File: config.mk
export PLATFORM = sky130hd
export DESIGN_NAME = swks_mul
export DESIGN_NICKNAME = d
export VERILOG_FILES = /design/src/swks_mul.sv
export SDC_FILE = /design/constraint.sdc
export NUM_CORES = 1
export LEC_CHECK = 0
export ABC_AREA = 1
export BUFFER_PORTS_ARGS = -buffer_cell sky130_fd_sc_hd__buf_2
export CORE_UTILIZATION = 45
export CTS_CLUSTER_DIAMETER = 120
export DETAILED_ROUTE_END_ITERATION = 8
export PLACE_DENSITY = 0.77
export SETUP_SLACK_MARGIN = 0.2
export SLEW_MARGIN = 20
export SYNTH_ARGS = -nofsm -noshare
export SYNTH_HDL_FRONTEND = slang
export SYNTH_SLANG_ARGS = --single-unit
File: constraint.sdc
create_clock -name aclk -period 9.3 [get_ports aclk]
set_clock_uncertainty 0.2 [all_clocks]
set_input_delay 0 -clock aclk [delete_from_list [all_inputs] [get_ports aclk]]
set_output_delay 0 -clock aclk [all_outputs]
set_load 0.02 [all_outputs]
File: src/swks_mul.sv
// Shift-and-add multiplier that handles one multiplier bit per cycle.
// Depends on nothing outside this file; instantiated by the detector top level.
module swks_mul #(
    parameter int MW = 81,
    parameter int BW = 26
) (
    input  logic          aclk,
    input  logic          aresetn,
    input  logic          start,
    input  logic [MW-1:0] a,
    input  logic [BW-1:0] b,
    output logic          busy,
    output logic [MW-1:0] product
);

    logic          busy_reg, busy_next;
    logic [MW-1:0] acc_reg, acc_next;
    logic [MW-1:0] a_reg, a_next;
    logic [BW-1:0] b_reg, b_next;

    // Each cycle adds the shifted multiplicand when the low multiplier bit is set.
    always_comb begin
        busy_next = busy_reg;
        acc_next  = acc_reg;
        a_next    = a_reg;
        b_next    = b_reg;
        if (start) begin
            busy_next = 1'b1;
            acc_next  = '0;
            a_next    = a;
            b_next    = b;
        end else if (busy_reg) begin
            if (b_reg == '0) begin
                busy_next = 1'b0;
            end else begin
                if (b_reg[0]) begin
                    acc_next = acc_reg + a_reg;
                end
                a_next = {a_reg[MW-2:0], 1'b0};
                b_next = {1'b0, b_reg[BW-1:1]};
            end
        end
    end

    always_ff @(posedge aclk) begin
        if (!aresetn) begin
            busy_reg <= 1'b0;
        end else begin
            busy_reg <= busy_next;
        end
        acc_reg <= acc_next;
        a_reg   <= a_next;
        b_reg   <= b_next;
    end

    assign busy    = busy_reg;
    assign product = acc_reg;

endmodule

======== After elaboration in Yosys (flattened, before gate mapping) ========
Cells that the tools add are included.
word-level totals
  logic and storage cells ................. 20
  register bits after elaboration ......... 189
  output and inout port bits .............. 82
operators by class
  reduce and logical (&&, ||, !) cells .... 4
  equality and inequality tests ........... 1
  muxes and demuxes ....................... 9
  add/subtract/negate cells ............... 1
  bitwise operators ....................... 1
operators by type and width
  kind                                   count
  2-to-1 mux 81 bit                      3
  adder 81 bit                           1
  2-to-1 mux 26 bit                      3
  logical NOT 26 bit                     1
  2-to-1 mux 1 bit                       3
  AND reduction 3 bit                    1
  != test 2 bit (second input constant)  1
  AND reduction 2 bit                    1
  nonzero test 2 bit                     1
  inverter 1 bit                         1

======== Longest topological paths before layout ========
Gate-level depths: netlist of the first run.
  depth after elaboration ................. 4
  mapped depth ............................ 17

======== Worst setup path before layout of the first run ========
No wires, ideal clock.
  path type ............................... register -> register
  start point ............................. register b_reg[0]
  end point ............................... register a_reg[0], enable pin
  cell stages (with the launch flop) ...... 7
  slack ................................... 5.426 ns
  library setup time ...................... 0.975 ns
  buffers on the path ..................... 0
  arrival ................................. 2.699 ns
  cells stage by stage .................... edfxtp_1 -> inv_1 -> nand4_1 -> nor3_1 -> nand4_1 -> nand2_1 -> nand2_1
on the way
  cells in the longest elaborated chain, start to end .. 3
ends and longest elaborated chain
  item                           RTL line  RTL
  start: declaration             19        logic [BW-1:0] b_reg, b_next;
  start signal: assignment       53        b_reg <= b_next;
  logical NOT 26 bit             33        if (b_reg == '0) begin
  != test 2 bit (no line)        n/a
  AND reduction 2 bit (no line)  n/a
  end signal: assignment         52        a_reg <= a_next;
  end: declaration               18        logic [MW-1:0] a_reg, a_next;
Every way passes these cells.
A chain may end at the register's enable or synchronous reset.

======== Final worst setup path of the first run ========
  start point ............................. input start
  end point ............................... register a_reg[1], enable pin
on the way
  cells in the longest elaborated chain, start to end .. 2
ends and longest elaborated chain
  item                                                           RTL line  RTL
  start: declaration                                             9         input logic start,
  != test 2 bit (no line) or nonzero test 2 bit (tied branches)  n/a
  AND reduction 2 bit (no line) *                                n/a
Mark *: on every way between the ends. The rest lies on a longest branch, timed or not.

==> flow_summary.ini, run 1 <==
[critical_path]
r2r-start = b_reg[0]
start_kind = primary input
critPathMaxFanout = 107
ff2ff_setup_slack_ns = 6.34
path_class = primary input to register
required_ns = 9.20
cp-end-kind = register
cp-startpoint = start
r2r_cells = 10
arrival_ns = 3.18

[timing]
rsz0062_at_grt = no
report.final.slew_viol_count = 0
timing.setup.tns_ns = 0
post-route-min-period_ns = 3.277
relSlewSlack_pct = 32.00
fmax_ghz = 0.3052
min_period_over_period_pct = 35.23
hold_viol = 0
finalSetupViolCount = 0
tightest_slew_ns = 1.020

[synth]
syn-cell-area_um2 = 15060
yosysWarnings = 0
ys_seq_area_share_pct = 32.24
synth_cell_types = 36
netlist_instances = 2413
avgSynthCellArea_um2 = 6.240
ys_ff_latch = 189
synth_nets = 2604

[route]
drtIter0Drc = 905
wire_per_inst_um = 15.44
drc = 0
drt_pre_antenna_iters = 7
vias = 15600
drt_wl_total_um = 49370
vias_per_cell = 4.879
drtAntennaViolNets = 0

[die]
initial_utilization_pct = 46.05
num_rows = 66
io_pins = 192
die_width_um = 184.9
die_area_um2 = 34200
core_um2 = 32700
die_y_um = 184.9

[global_routing]
overflow = 0
track_usage_pct = 29.12
antenna_found_initial = 0
grt_pass1_vias = 14790
grt_start_max_net_pins = 108
grt_first_pass_wirelength_um = 76200

[cts]
cts_tree = built
worstSkewPairLatency_ns = 0.47
tritoncts.num_buffers = 17
root_buffer = clkbuf_16
cts_resized = 0
h-tree-depth = 4
cts.sink_count = 189
path_clk_slew_ns = 0.08
clockBufferDepth = 2
hold_buffers = 163
post_cts_buffers = 0

[flow_run]
cap_violations = 0

[min_path]
hold_start = a[16]
hp-class = primary input to register
whs_path_depth = 4

[power]
ir_drop_mv = 0.1362
power.density_nw_per_um2 = 137.9
power_leakage_nw = 10.14

[placement]
dp_cells = 3003
dp_hpwl_um = 37110
gp_congestion = 0.9862
place.port_buffers = 191

[final_layout]
n_fill_cell = 3186
nets = 2934
multiInputGateArea_um2 = 8318
layout_commonest_cell = nand2_1
drive_gt1_share_pct = 11.28
regArea_um2 = 4855
syn_to_final_growth_pct = 23.52
antenna-diode-count = 0
final_cells = 3198
layout_common_cells = nand2_1 (971), inv_1 (435), buf_2 (190), nor2_1 (170), dlygate4sd3_1 (163)

[status]
status = complete, no violations
-- where the power goes --
group          internal [mW]  switching, mW  total [mW]
Sequential             0.975         0.0570        1.03
Clock                  0.349          0.363       0.712
Combinational          0.296          0.526       0.822
-- worst max-delay path, cell delays in order --
cell and delay (ns):
dlygate4sd3_1 0.54, buf_4 0.50, inv_4 0.50, nand2_4 0.82, buf_4 0.65
-- cell type report --
cell class / count / share of cell area [%]
clock buffers: 19 / 2.327
clock inverters: 13 / 0.6189
inverters: 452 / 9.135
multi-input cells: 1724 / 44.72
flip-flops and latches: 189 / 26.10
well taps: 442 / 2.973
repair buffers: 359 / 14.13
-- synthesized netlist by cell type, drive strengths merged --
library cell | n | area share [%]
or2 | 3 | 0.12
nor4 | 3 | 0.12
dfxtp | 82 | 11
nand4 | 9 | 0.37
a21boi | 1 | 0.050
nor2 | 209 | 6.0
o21a | 57 | 2.8
xor2 | 23 | 1.3
clkinv | 1 | 0.025
o21bai | 11 | 0.55
a21oi | 107 | 3.6
nand2 | 989 | 25
and2 | 1 | 0.042
o21ai | 90 | 3.0
nor3 | 18 | 0.70
inv | 451 | 11
edfxtp | 107 | 21
buf | 9 | 0.32
clkbuf | 39 | 0.98
nand3 | 103 | 3.7
fa | 1 | 0.13
a21o | 3 | 0.15
xnor2 | 16 | 0.93
ha | 80 | 6.6
-- logic make-up after synthesis --
group                      count (synthesis)  synth area share (%)
AOI/OAI and AO/OA                        269                 10.16
DFF                                      189                 32.24
and+or+nand+nor                         1335                 35.98
adders and majority gates                 81                 6.780
buffers and inverters                    500                 12.57
xor gates and xnor gates                  39                 2.268
-- per-layer routing --
metal	global-route usage [%]	vias up	wire [um]
li1	-	8077	-
met5	0	-	0
met2	49.28	429	22620
met1	38.21	7041	22890
met4	7.273	0	823
met3	5.073	56	3047
-- final timing paths --
path / to
max: a_reg[1]
min: a_reg[16]
max reg2reg: product[10]
min reg2reg: product[2]
-- per-stage QoR --
stage	power, mW	setup slack [ns]	area, um^2	utilization [%]	hold WS (ns)
2_1_floorplan	1.571	5.426	15060	-	-0.04619
3_3_place_gp	1.790	6.241	16420	50.21	0.06717
3_5_place_dp	1.801	6.118	16420	50.21	0.06850
4_1_cts	2.562	6.075	18600	56.88	0.1139
5_1_grt	2.702	5.782	18600	56.88	0.1442
6_report	2.566	6.023	18600	56.88	0.1359
Power figures use the tool's default switching activity.
==> run 2: changes to the inputs <==
Settings changed: ABC_AREA 1 to 0, PLACE_DENSITY 0.77 to 0.78.
Clock period 9.3 ns to 3.35 ns, I/O delays scaled along.
==> flow_summary.ini, run 2 <==
[synth]
ys_seq_area_share_pct = 39.18
synth_top_area_share_pct = 25.93
syn-cell-area_um2 = 12390
ys_async_sr_fraction_pct = 0
avgSynthCellArea_um2 = 9.523
synthTopCellsByArea = edfxtp_1 (26%), dfxtp_1 (13%), mux2_2 (9.5%)
ys.flop_type = edfxtp_1
synth_common_cells = nand2_1 (165), a21oi_1 (154), edfxtp_1 (107)
synth_cell_types = 87
yosysWarnings = 0
netlist_instances = 1301
ys_ff_latch = 189
synth_top_area_cell = edfxtp_1
synth_edf_count = 107
synth_nets = 1492
yosysMostFrequentCell = nand2_1

[die]
num_rows = 60
die_area_um2 = 28200
core_um2 = 26950
io_pins = 192
die_y_um = 167.9
die_width_um = 167.9
initial_utilization_pct = 45.97

[final_layout]
fin_util_pct = 65.42
final_cells = 2075
design_area_um2 = 17630
nets = 1912
layout_commonest_cell = buf_2
antenna-diode-count = 0
layout_common_cells = buf_2 (190), nand2_1 (159), buf_4 (157), a21oi_1 (119), dlygate4sd3_1 (110)
drive_gt1_share_pct = 40.02
syn_to_final_growth_pct = 42.31

[global_routing]
grt_first_pass_wirelength_um = 60110
overflow = 0
antenna_found_initial = 0
track_usage_pct = 26.82
grt_start_max_net_pins = 89
grt_pass1_vias = 11860

[placement]
gp_congestion = 0.9140
placed_area_um2 = 14420
dp_cells = 1881
place.port_buffers = 191
dp_hpwl_um = 26610
post-place-ws_ns = -0.1550

[power]
power.density_nw_per_um2 = 440.3
power_leakage_nw = 7.441
p_total_mw = 7.763
ir_drop_mv = 0.3587

[timing]
timing.setup.tns_ns = -0.1058
hold_viol = 0
post-route-min-period_ns = 3.410
finalWorstSetupSlack_ns = -0.05971
fmax_ghz = 0.2933
holdWs_ns = 0.1397
relSlewSlack_pct = 48.13
report.final.slew_viol_count = 0
tightest_slew_ns = 0.7780
rsz0062_at_grt = yes
min_period_over_period_pct = 101.8
finalSetupViolCount = 3

[route]
wire_per_inst_um = 18.93
drtAntennaViolNets = 0
vias_per_cell = 5.803
drt_wl_total_um = 39270
drt_pre_antenna_iters = 6
vias = 12040
drtIter0Drc = 826
drc = 0

[status]
status = finished, violations left
violations = negative setup slack

[critical_path]
path_class = register to register
cp-end-kind = register
start_kind = register
critPathMaxFanout = 4
required_ns = 3.48
arrival_ns = 3.54
r2r_cells = 11

[flow_run]
cap_violations = 0

[min_path]
whs_path_depth = 3
hp-class = primary input to register

[cts]
root_buffer = clkbuf_16
cts_tree = built
h-tree-depth = 4
worstSkewPairLatency_ns = 0.47
path_clk_slew_ns = 0.08
clockBufferDepth = 2
cts.sink_count = 189
tritoncts.num_buffers = 17
run 2: cell types whose count changed after synthesis, sizes merged, moves of 48 or more:
cell   before  now
nand2     989  166
inv       451   22
nor2      209   58
mux2        0  106
nand3     103   31
a21oi     107  157
o21a       57    9
run 2: final cells by class:
class | instances | area, um^2
fill | 1974 | 9319
multi-input combinational | 1016 | 8204
sequential | 189 | 4870
timing repair buffer | 475 | 3451
tap | 341 | 426.7
clock buffer | 17 | 425.4
clock inverter | 15 | 172.7
inverter | 22 | 82.58
run 2: path summary, 6_finish.rpt:
| check | from | endpoint | slack [ns] |
|---|---|---|---|
| setup / recovery | a_reg[4] | product[79] | -0.06 |
| hold / removal | aresetn | busy | 0.14 |
| setup reg to reg | a_reg[4] | product[79] | -0.06 |
| hold reg to reg | product[3] | product[3] | 0.27 |
run 2: logic make-up (layout without fill, tap and decap cells):
family	count (synthesis)	count (layout)	synth area share, %
compound gates	393	393	20.63
flops	189	189	39.18
buf+inv	96	529	3.504
xor+xnor	63	63	4.454
fa+ha+maj	81	81	8.241
mux	109	109	9.877
simple gates	370	370	14.11
run 2: power breakdown:
group          internal (mW)  switching, mW
Sequential              2.72          0.192
Clock                   1.07           1.07
Combinational           1.26           1.46
Total                   5.05           2.72
run 2: metal layers:
layer / part of all wire (%) / GRT usage (%) / vias to the layer above
li1: - / - / 5700
met1: 41 / 31.70 / 5761
met2: 49 / 47.48 / 477
met3: 6.3 / 5.665 / 103
met4: 3.5 / 10.37 / 0
met5: 0 / 0 / -
run 2: worst max-delay path, cell delays in order, from the launching register on:
cell and delay [ns]:
edfxtp_1 0.45, ha_4 0.32, a21o_1 0.17, a31oi_1 0.07
a211o_1 0.37, a2111o_1 0.50, a31oi_4 0.27, o211ai_4 0.14
a2111oi_4 0.42, o21ai_2 0.13, nand4_1 0.14, o311ai_2 0.11
run 2: timing repair:
action | CTS | global route
hold endpoints to repair | 124 | 0
gates resized for setup | 75 | 137
endpoints found under the setup margin | 47 | 56
hold buffers | 111 | 0
pin swaps | 44 | 73
buffers inserted | 26 | 26
